<file path="src/rtl/core/vgadl_fifo.sv">
// Small synchronous queue of packed beats with an occupancy count.
module vgadl_fifo #(
    parameter type t_data = logic,
    parameter int  DEPTH  = 4
) (
    input  logic                         i_clk,
    input  logic                         i_rst_n,
    input  logic                         i_push,
    input  t_data                        i_data,
    output logic                         o_full,
    input  logic                         i_pop,
    output t_data                        o_data,
    output logic                         o_empty,
    output logic [$clog2(DEPTH+1)-1:0]   o_count
);

    localparam int AW = (DEPTH > 1) ? $clog2(DEPTH) : 1;
    localparam int CW = $clog2(DEPTH + 1);

    t_data         r_mem [DEPTH];
    logic [AW-1:0] r_wr_ptr;
    logic [AW-1:0] r_rd_ptr;
    logic [CW-1:0] r_count;
    logic          w_do_push;
    logic          w_do_pop;
    logic [AW-1:0] n_wr_ptr;
    logic [AW-1:0] n_rd_ptr;

    assign o_full    = (r_count == CW'(DEPTH));
    assign o_empty   = (r_count == '0);
    assign o_count   = r_count;
    assign o_data    = r_mem[r_rd_ptr];
    assign w_do_push = i_push && !o_full;
    assign w_do_pop  = i_pop && !o_empty;

    // Wrap pointers at the last slot
    assign n_wr_ptr = (r_wr_ptr == AW'(DEPTH - 1)) ? '0 : r_wr_ptr + 1'b1;
    assign n_rd_ptr = (r_rd_ptr == AW'(DEPTH - 1)) ? '0 : r_rd_ptr + 1'b1;

    // Advance pointers and count
    always_ff @(posedge i_clk) begin
        if (!i_rst_n) begin
            r_wr_ptr <= '0;
            r_rd_ptr <= '0;
            r_count  <= '0;
        end else begin
            if (w_do_push) begin
                r_wr_ptr <= n_wr_ptr;
            end
            if (w_do_pop) begin
                r_rd_ptr <= n_rd_ptr;
            end
            if (w_do_push && !w_do_pop) begin
                r_count <= r_count + 1'b1;
            end else if (w_do_pop && !w_do_push) begin
                r_count <= r_count - 1'b1;
            end
        end
    end

    // Store the beat
    always_ff @(posedge i_clk) begin
        if (w_do_push) begin
            r_mem[r_wr_ptr] <= i_data;
        end
    end

endmodule

</file>
<file path="config.mk">
export PLATFORM = sky130hd
export DESIGN_NAME = vgadl_fifo
export DESIGN_NICKNAME = d
export VERILOG_FILES = /design/src/rtl/core/vgadl_fifo.sv
export SDC_FILE = /design/constraint.sdc
export NUM_CORES = 1
export LEC_CHECK = 0
export ABC_CLOCK_PERIOD_IN_PS = 2700
export BUFFER_PORTS_ARGS = -buffer_cell sky130_fd_sc_hd__buf_2
export CORE_AREA = 2 2 39 41
export CTS_BUF_LIST = sky130_fd_sc_hd__clkbuf_16
export DETAILED_ROUTE_END_ITERATION = 8
export DIE_AREA = 0 0 41 43
export PLACE_DENSITY = 0.69
export SETUP_SLACK_MARGIN = 0.05
export SLEW_MARGIN = 20
export SYNTH_ARGS = -nofsm -noshare
export SYNTH_HDL_FRONTEND = slang
export SYNTH_SLANG_ARGS = --single-unit
export TNS_END_PERCENT = 1
</file>
<file path="constraint.sdc">
create_clock -name i_clk -period 2.7 [get_ports i_clk]
set_input_delay 0.135 -clock i_clk [delete_from_list [all_inputs] [get_ports i_clk]]
set_output_delay 0.135 -clock i_clk [all_outputs]
set_load 0.01 [all_outputs]
</file>
==> flow_summary.ini <==
[outcome]
status = complete, no violations

[worst_setup_path]
start_kind = flop
rr_startpoint = o_count[0]
critPathKind = reg2reg
reg2reg_to = o_count[2]
r2r_slack_ns = 0.55
endpoint_kind = flop
cp_data_arrival_time_ns = 2.32
cp_max_fo = 6
r2r_cells = 7
worstPathRequired_ns = 2.88

[timing]
slew_headroom_pct = 77.3
hold_viol_final = 0
fin_setup_tns_ns = 0
post-route-min-period_ns = 2.15
worst_pin_slew_ns = 0.338
clock.fmax_mhz = 465
clock_skew_ns = 0.00138
slew_violations = 0
setup_viol = 0
fin_crit_sh_pct = 79.6
rsz0062_at_grt = no

[global_route]
grt_antenna_before_repair = 0
grt_use_total_pct = 14.4
overflow = 0
grt_pass1_vias = 360
grt_max_degree = 12
grt_pass1_wl_um = 1500

[synthesis]
ys_seq_area_share_pct = 47.8
yosys.area_share.simple_pct = 17.1
synth_fa_ha_area_share_pct = 15.1
synth_top_family_by_area = simple AND/OR/NAND/NOR gates
synthCells = 56
synth.cell_area_um2 = 628
syn_avg_cell_area_um2 = 11.2
yosys.cell_types.count = 22
synth_compound_area_share_pct = 5.58
yosys.area_share.xor_xnor_pct = 2.79
synth_warnings = 0
synth-seq-cells = 13
synthMuxAreaShare_pct = 8.37
synth_nets = 68

[routing]
ant_nets = 0
route.detailed.drc = 0
vias = 391
vias_per_cell = 4.60
drtIter0Drc = 1
drt-wirelength-per-cell_um = 10.6
first_pass_iters = 2
totalWireLength_um = 904

[worst_hold_path]
hp-class = in2reg
hp-start = i_data
whs_endpoint = r_mem[3]
worstHoldPathCells = 1

[place]
dpl-instance-area_um2 = 697
gp_congestion = 0.768
hpwlAfterDp_um = 696
io_buffer_count = 10

[finish]
fillCellCount = 122
final_cell_mix = buf_2 (10), dfxtp_1 (9), nand2_1 (6), ha_1 (6), and2_1 (5)
fin_nets = 82
area_growth_pct = 23.5
final_common_cell = buf_2
final_cell_area_um2 = 776
drive_above_1_share_pct = 24.6
antenna_cells = 0

[die]
ioPinCount = 11
rows = 14
fp.dieArea_um2 = 1760
core-area_um2 = 1380
die_y_um = 43
start_util_pct = 45.4
die_w_um = 41

[power_and_ir_drop]
power-per-cell-area_nw_per_um2 = 1040
leakagePower_nw = 0.346
vdd_ir_drop_max_mv = 0.677
power_w = 0.000809

[cts]
h-tree-depth = 1
cts_made_buffers = 3
cts_setup_buffers = 0
cts_resized = 0
clk_pin_slew_ns = 0.04
cts_tree = built
postCtsHoldBufs = 0
cts_root_buffer = clkbuf_16
clockBufferDepth = 2
clock_sinks = 13
clock_latency_ns = 0.24

[run]
max_cap_violations = 0
==> through the flow <==
stage	setup WS (ns)	hold slack [ns]	instances	utilization, %
floorplan	0.596	0.234	56	-
global placement	0.593	0.356	81	50.4
detailed placement	0.561	0.357	81	50.4
CTS	0.539	0.103	85	56.1
global route	0.346	0.121	85	56.1
finish	0.552	0.106	85	56.1
==> logic make-up after synthesis <==
family          count (synthesis)
compound gates                  5
buf+inv                         5
xor+xnor                        2
simple gates                   20
mux                             4
flops                          13
fa+ha+maj                       7
==> synth_stat cells (all sizes together) <==
| cell | count | area [µm²] |
|---|---|---|
| a21boi | 1 | 7.51 |
| clkbuf | 1 | 3.75 |
| edfxtp | 4 | 120 |
| mux4 | 1 | 22.5 |
| nor3 | 1 | 5.00 |
| xnor2 | 1 | 8.76 |
| nand3 | 2 | 10.0 |
| xor2 | 1 | 8.76 |
| nand2 | 6 | 22.5 |
| inv | 3 | 11.3 |
| dfxtp | 9 | 180 |
| fa | 1 | 20.0 |
| mux2i | 3 | 30.0 |
| and2 | 5 | 31.3 |
| buf | 1 | 5.00 |
| o21ai | 3 | 15.0 |
| o31ai | 1 | 12.5 |
| nor2b | 2 | 12.5 |
| nor2 | 2 | 7.51 |
| or3 | 1 | 6.26 |
| nor3b | 1 | 12.5 |
| ha | 6 | 75.1 |
==> critical path, stage by stage (launching register included) <==
cell      delay (ns)
dfxtp_1         0.38
o31ai_2         0.39
ha_1            0.25
inv_1           0.06
fa_1            0.39
xor2_1          0.16
or3_1           0.31
a21boi_1        0.13
==> worst max-delay path by stage <==
| stage | start | end | depth (start not counted) |
|---|---|---|---|
| final | o_count[0] | o_count[2] | 7 |
| after global routing | o_count[0] | o_count[2] | 7 |
| after CTS | o_count[0] | o_count[2] | 7 |
| after detailed placement | o_count[0] | o_count[2] | 7 |
| after global placement | o_count[0] | o_count[2] | 7 |
| after floorplan | o_count[0] | o_count[2] | 9 |
==> cell type report <==
type                            instances  area, µm²  area share, %
Multi-Input combinational cell         38        308           39.7
Tap cell                               16       20.0           2.58
Timing Repair Buffer                   11       57.6           7.42
Sequential cell                        13        300           38.7
Clock buffer                            3       75.1           9.68
Inverter                                3       11.3           1.45
Clock inverter                          1       3.75          0.484
==> per-layer routing <==
metal / wire length, µm / GRT usage, %
met1: 401 / 15.4
met3: 53 / 9.42
met2: 421 / 18.8
met4: 28 / 12.0
met5: 0 / 0
==> power breakdown <==
| part | total, W | leakage, nW | switching (W) | internal, W |
|---|---|---|---|---|
| combinational | 0.000236 | 0.193 | 0.000114 | 0.000121 |
| clock | 0.000276 | 0.0423 | 0.0000805 | 0.000195 |
| sequential | 0.000297 | 0.111 | 0.0000476 | 0.000250 |
Note: power is estimated with default switching activity, not from simulation.
