File: config.mk
export PLATFORM = sky130hd
export DESIGN_NAME = vgadl_front
export DESIGN_NICKNAME = d
export VERILOG_FILES = /design/src/rtl/core/vgadl_pkg.sv /design/src/rtl/core/vgadl_front.sv
export SDC_FILE = /design/constraint.sdc
export NUM_CORES = 1
export LEC_CHECK = 0
export ABC_AREA = 1
export BUFFER_PORTS_ARGS = -buffer_cell sky130_fd_sc_hd__buf_2
export CAP_MARGIN = 10
export CORE_ASPECT_RATIO = 0.8
export CORE_UTILIZATION = 55
export DETAILED_ROUTE_END_ITERATION = 10
export PLACE_DENSITY_LB_ADDON = 0.1
export SLEW_MARGIN = 20
export SYNTH_ARGS = -nofsm -noshare
export SYNTH_HDL_FRONTEND = slang
export SYNTH_SLANG_ARGS = --single-unit
File: constraint.sdc
create_clock -name i_clk -period 5 [get_ports i_clk]
set_clock_uncertainty 0.05 [all_clocks]
set_input_delay 0.25 -clock i_clk [delete_from_list [all_inputs] [get_ports i_clk]]
set_output_delay 0.25 -clock i_clk [all_outputs]
set_load 0.01 [all_outputs]
File: src/rtl/core/vgadl_pkg.sv
// Shared types and constants for the VGA DAC/CRTC register block with dirty-line marks.
package vgadl_pkg;

    // Fixed field widths of the request and result beats
    localparam int OFF_W      = 17;
    localparam int PORT_W     = 16;
    localparam int BYTE_W     = 8;
    localparam int LINE_IDX_W = 10;
    localparam int ENTRY_W    = 8;

    // Request type codes
    localparam logic [2:0] REQ_PORT_WRITE     = 3'd0;
    localparam logic [2:0] REQ_PORT_READ      = 3'd1;
    localparam logic [2:0] REQ_VMEM_WRITE     = 3'd2;
    localparam logic [2:0] REQ_LINE_QUERY     = 3'd3;
    localparam logic [2:0] REQ_CLEAR_DIRTY    = 3'd4;
    localparam logic [2:0] REQ_PALETTE_LOOKUP = 3'd5;

    // Recognized I/O ports
    localparam logic [15:0] PORT_DAC_INDEX  = 16'h03C8;
    localparam logic [15:0] PORT_DAC_DATA   = 16'h03C9;
    localparam logic [15:0] PORT_CRTC_INDEX = 16'h03D4;
    localparam logic [15:0] PORT_CRTC_DATA  = 16'h03D5;

    // Port latch slots
    localparam logic [1:0] SLOT_DAC_INDEX  = 2'd0;
    localparam logic [1:0] SLOT_DAC_DATA   = 2'd1;
    localparam logic [1:0] SLOT_CRTC_INDEX = 2'd2;
    localparam logic [1:0] SLOT_CRTC_DATA  = 2'd3;

    // DAC color component sequence
    localparam logic [1:0] COMP_RED   = 2'd0;
    localparam logic [1:0] COMP_GREEN = 2'd1;
    localparam logic [1:0] COMP_BLUE  = 2'd2;

    // Decoded operation handed from the front to the back
    typedef enum logic [3:0] {
        OP_NOP,
        OP_DAC_INDEX,
        OP_DAC_DATA,
        OP_CRTC_INDEX,
        OP_CRTC_DATA,
        OP_PORT_READ,
        OP_VMEM_WRITE,
        OP_LINE_QUERY,
        OP_CLEAR,
        OP_LOOKUP
    } t_op;

    typedef struct packed {
        logic [2:0]        req_type;
        logic [PORT_W-1:0] port;
        logic [BYTE_W-1:0] data;
        logic [OFF_W-1:0]  vmem_offset;
        logic [7:0]        query_line;
        logic [7:0]        color_index;
    } t_req;

    typedef struct packed {
        logic [BYTE_W-1:0] read_data;
        logic              line_is_dirty;
        logic              any_dirty;
        logic [BYTE_W-1:0] red;
        logic [BYTE_W-1:0] green;
        logic [BYTE_W-1:0] blue;
        logic              palette_done;
        logic              range_error;
    } t_rsp;

    // hit: line on screen, lookup entry in palette, or CRTC index in range
    typedef struct packed {
        t_op                   op;
        logic [1:0]            slot;
        logic [BYTE_W-1:0]     data;
        logic                  hit;
        logic [LINE_IDX_W-1:0] idx;
    } t_cmd;

endpackage

File: src/rtl/core/vgadl_front.sv
// Front end: accepts request beats, decodes them into operations and computes line numbers.
module vgadl_front import vgadl_pkg::*; #(
    parameter int SCREEN_LINES    = 200,
    parameter int LINE_BYTES      = 320,
    parameter int CRTC_COUNT      = 19,
    parameter int PALETTE_ENTRIES = 256
) (
    input  logic i_clk,
    input  logic i_rst_n,
    input  logic i_push,
    output logic o_full,
    input  t_req i_req,
    output logic o_cmd_push,
    output t_cmd o_cmd,
    input  logic i_cmd_full
);

    // Exact reciprocal for offset / LINE_BYTES over the whole offset range
    localparam int LB_LOG    = $clog2(LINE_BYTES);
    localparam int DIV_SHIFT = OFF_W + LB_LOG;
    localparam int PROD_W    = 2 * OFF_W + 1;
    localparam logic [OFF_W:0] DIV_MULT = (OFF_W + 1)'(
        ((64'd1 << DIV_SHIFT) + 64'(LINE_BYTES) - 64'd1) / 64'(LINE_BYTES));

    typedef logic [ENTRY_W-1:0] t_mod_tbl [256];

    // Byte modulo palette size, built by counting
    function automatic t_mod_tbl build_mod_tbl();
        t_mod_tbl tbl;
        int       rem;
        rem = 0;
        for (int i = 0; i < 256; i++) begin
            tbl[i] = ENTRY_W'(rem);
            rem = (rem == PALETTE_ENTRIES - 1) ? 0 : rem + 1;
        end
        return tbl;
    endfunction

    localparam t_mod_tbl MOD_TBL = build_mod_tbl();

    logic [PROD_W-1:0] w_prod;
    logic [OFF_W-1:0]  w_quot;
    logic [OFF_W-1:0]  w_line;
    logic              w_line_hit;
    logic [1:0]        w_slot;
    logic              w_slot_hit;
    logic              w_take;
    t_cmd              n_cmd;
    t_cmd              r_cmd;
    logic              r_valid;

    // Line number of a video memory write or of a query
    assign w_prod     = PROD_W'(i_req.vmem_offset) * PROD_W'(DIV_MULT);
    assign w_quot     = OFF_W'(w_prod >> DIV_SHIFT);
    assign w_line     = (i_req.req_type == REQ_LINE_QUERY) ?
                        OFF_W'(i_req.query_line) : w_quot;
    assign w_line_hit = (w_line < OFF_W'(SCREEN_LINES));

    // Map port address to latch slot
    always_comb begin
        w_slot     = SLOT_DAC_INDEX;
        w_slot_hit = 1'b1;
        case (i_req.port)
            PORT_DAC_INDEX:  w_slot = SLOT_DAC_INDEX;
            PORT_DAC_DATA:   w_slot = SLOT_DAC_DATA;
            PORT_CRTC_INDEX: w_slot = SLOT_CRTC_INDEX;
            PORT_CRTC_DATA:  w_slot = SLOT_CRTC_DATA;
            default:         w_slot_hit = 1'b0;
        endcase
    end

    // Classify the request
    always_comb begin
        n_cmd      = '0;
        n_cmd.op   = OP_NOP;
        n_cmd.slot = w_slot;
        n_cmd.data = i_req.data;
        case (i_req.req_type)
            REQ_PORT_WRITE: begin
                if (w_slot_hit) begin
                    case (w_slot)
                        SLOT_DAC_INDEX: begin
                            n_cmd.op  = OP_DAC_INDEX;
                            n_cmd.idx = LINE_IDX_W'(MOD_TBL[i_req.data]);
                        end
                        SLOT_DAC_DATA: n_cmd.op = OP_DAC_DATA;
                        SLOT_CRTC_INDEX: begin
                            n_cmd.op  = OP_CRTC_INDEX;
                            n_cmd.hit = ({1'b0, i_req.data} < 9'(CRTC_COUNT));
                        end
                        default: n_cmd.op = OP_CRTC_DATA;
                    endcase
                end
            end
            REQ_PORT_READ: begin
                if (w_slot_hit) begin
                    n_cmd.op = OP_PORT_READ;
                end
            end
            REQ_VMEM_WRITE, REQ_LINE_QUERY: begin
                n_cmd.op  = (i_req.req_type == REQ_VMEM_WRITE) ? OP_VMEM_WRITE : OP_LINE_QUERY;
                n_cmd.hit = w_line_hit;
                n_cmd.idx = LINE_IDX_W'(w_line);
            end
            REQ_CLEAR_DIRTY: n_cmd.op = OP_CLEAR;
            REQ_PALETTE_LOOKUP: begin
                n_cmd.op  = OP_LOOKUP;
                n_cmd.hit = ({1'b0, i_req.color_index} < 9'(PALETTE_ENTRIES));
                n_cmd.idx = LINE_IDX_W'(i_req.color_index);
            end
            default: ;
        endcase
    end

    // Hold the decoded beat until the queue takes it
    assign o_full     = r_valid && i_cmd_full;
    assign w_take     = i_push && !o_full;
    assign o_cmd_push = r_valid && !i_cmd_full;
    assign o_cmd      = r_cmd;

    always_ff @(posedge i_clk) begin
        if (!i_rst_n) begin
            r_valid <= 1'b0;
        end else if (w_take) begin
            r_valid <= 1'b1;
        end else if (o_cmd_push) begin
            r_valid <= 1'b0;
        end
    end

    always_ff @(posedge i_clk) begin
        if (w_take) begin
            r_cmd <= n_cmd;
        end
    end

endmodule

==> results.md <==
- Post-synth top area share: 0.2575
- Fin nets: roughly 1.3k
- Clock latency on the worst-skew pair: between 200 and 300 ps
- Distinct cells, synth: 38
- Final hold viol count: 0
- TritonCTS clock tree: done
- Clk sink count: 25
- Fmax: between 0.2 and 0.25 GHz
- HP Start: i_req[33]
- Average cell area after synthesis: 7.995 um^2
- Max Cap Viol: 0
- Drt via density: approximately 5
- Net count after synthesis: roughly 1.1k
- CTS Buffer Depth: 2
- DP Wirelength: ~15 mm
- Worst-Margin Slew: ~720 ps
- Final wirelength: about 17 mm
- # rows: 35
- Root buffer cell: clkbuf_16
- Initial antenna violation count: 0
- Outcome: finished, final reports clean
- Arrival time worst endpoint: ~4900 ps
- Seq/Total Area, Yosys: 0.1095
- Core area: ~12,000 um^2
- Final period demand of the worst path: around 4800 ps
- Port Buffers: 89
- Via count: 5,785
- Worst r2r src: r_valid
- Commonest non-fill, non-tap cell in the layout: inv_1
- Worst EP required: about 5100 ps
- Clock-pin slew on the worst setup and hold paths: approximately 70 ps
- Total GRT Usage: 0.2866
- Share of cells above drive strength 1: 0.2544
- DIE AREA: between 10,000 and 15,000 um^2
- Critical Path Source: i_req[20]
- Tcrit/Tclk final: 0.9679
- Critical path fanouts, max: 3
- Final setup violation count: 0
- Vias in the first global route: 5,733
- WS Path Type: in2reg
- I/O pin cnt: 91
- Gpl congestion: between 0.9 and 1
- Num CTS Buffers: 3
- Die height: around 100 um
- Footprint of the multi-input gates: roughly 5500 um^2
- Slew headroom: 0.5060
- Setup_tns: 0 ps
- Synth Cell Area: just under 7000 um^2
- Total global routing overflow: 0
- # fillers: 960
- Hold Slack: ~140 ps
- Largest net degree at the start of global routing: 25
- Top cells by area, synth: fa_1 (26%), ha_1 (26%), inv_1 (13%)
- CTS HTree Levels: 1
- Syn Inst Count: about 850
- Dpl cells: ~1.2k
- Area Overhead vs Synth: 25.16%
- Crit end category: flip-flop
- Antenna viol nets, final: 0
- Synth area leader: fa_1
- First-pass GRT wire length: about 28 mm
- Ys Warns: 0
- Synth Register Bits: 25
- Fin worst setup slack: 160.7 ps
- Most frequent cells in the layout: inv_1 (232), nand2_1 (152), ha_1 (113), buf_2 (86), fa_1 (83)
- Reg area: approximately 740 um^2
- Die width: between 100 and 150 um
- Final Slew Violations: 0
- Wire per inst: about 15 um
- DP Worst Slack: -457.4 ps
- Startpoint type of the worst setup path: primary input
- Diode count: 0
- Drt pass-1 iters: 5
- Initial core utilization: 0.5763
- Non-filler cells, final: between 1k and 1.5k
- DR iter-0 viols: about 370
- Residual DRC: 0
- Worst Hold Class: in2reg
[Yosys cell counts (all sizes together)]
cell     number
xor2          4
nand3        30
conb          1
or2           5
edfxtp       24
nor4          2
buf           1
inv         247
nor3          8
o211ai        4
a2111oi       1
nand2       167
a2bb2oi       1
o21ai        11
ha          138
dfxtp         1
o31ai         1
a21oi        26
nand4         7
xnor2         4
a22o          1
a31oi         2
fa           87
a21boi        2
a21o          4
nor2         64
a211o         1
o21bai        2
[through the flow]
step,utilization,area (um^2)
2_1_floorplan,-,6764
6_report,0.7213,8466
3_3_place_gp,0.6776,7953
5_1_grt,0.7213,8466
3_5_place_dp,0.6776,7953
4_1_cts,0.6923,8125
[kinds of logic after synthesis]
group           share of synthesized area
other cells                     0.0005544
buf+inv                            0.1386
flops                              0.1095
compound gates                    0.04883
simple gates                       0.1794
fa+ha+maj                          0.5128
xor+xnor                          0.01036
[repair_timing]
action                                  CTS  global route
gates resized for setup                  14            59
endpoints found under the setup margin    7            10
buffers inserted                          0             1
hold buffers                              0             0
pin swaps                                 3            40
hold endpoints to repair                  0             0
[registers in the layout, summed over array words and instances, names as in the netlist]
register,cells
r_valid,1
o_cmd,24
[worst max-delay path: stages]
cell and delay (ps):
buf_4 140, ha_4 280, inv_1 60, fa_1 510
inv_1 50, fa_1 460, fa_1 520, inv_2 40
fa_1 470, fa_1 520, inv_2 50, ha_4 290
nand2_2 80, buf_4 150, nor2_4 130, nand2_1 80
nor3_2 110, nand2_1 80, nand3_1 70, nand2_1 50
nand3_1 70, nand2_1 60, a21oi_1 170, nand2_1 70
nand2_1 70, nand2_1 50, nand2_1 50
[cell type report]
type	instances	share of cell area
timing repair buffer	165	0.1213
clock buffer	3	0.008868
sequential	25	0.08750
clock inverter	1	0.0008868
multi-input combinational	573	0.6497
inverter	247	0.1098
tap	148	0.02187
[per-layer routing]
| metal | wire (um) | vias to the layer above | global-route usage |
|---|---|---|---|
| met5 | 0 | - | 0 |
| met4 | 48 | 0 | 0.009268 |
| met3 | 1128 | 6 | 0.04279 |
| met2 | 7546 | 152 | 0.4535 |
| met1 | 8612 | 2701 | 0.4378 |
| li1 | - | 2926 | - |
[path summary, 6_finish.rpt]
path | endpoint | slack, ps | cells after the start
worst min-delay path | o_cmd[11] | 140 | 1
worst max-delay path | o_cmd[10] | 160 | 27
worst min register to register | r_valid | 440 | 2
worst max register to register | o_cmd[24] | 3600 | 3
Power is left out: the tool's default activity adds up to more than one toggle a clock period on the data nets, which glitch-free logic cannot reach.
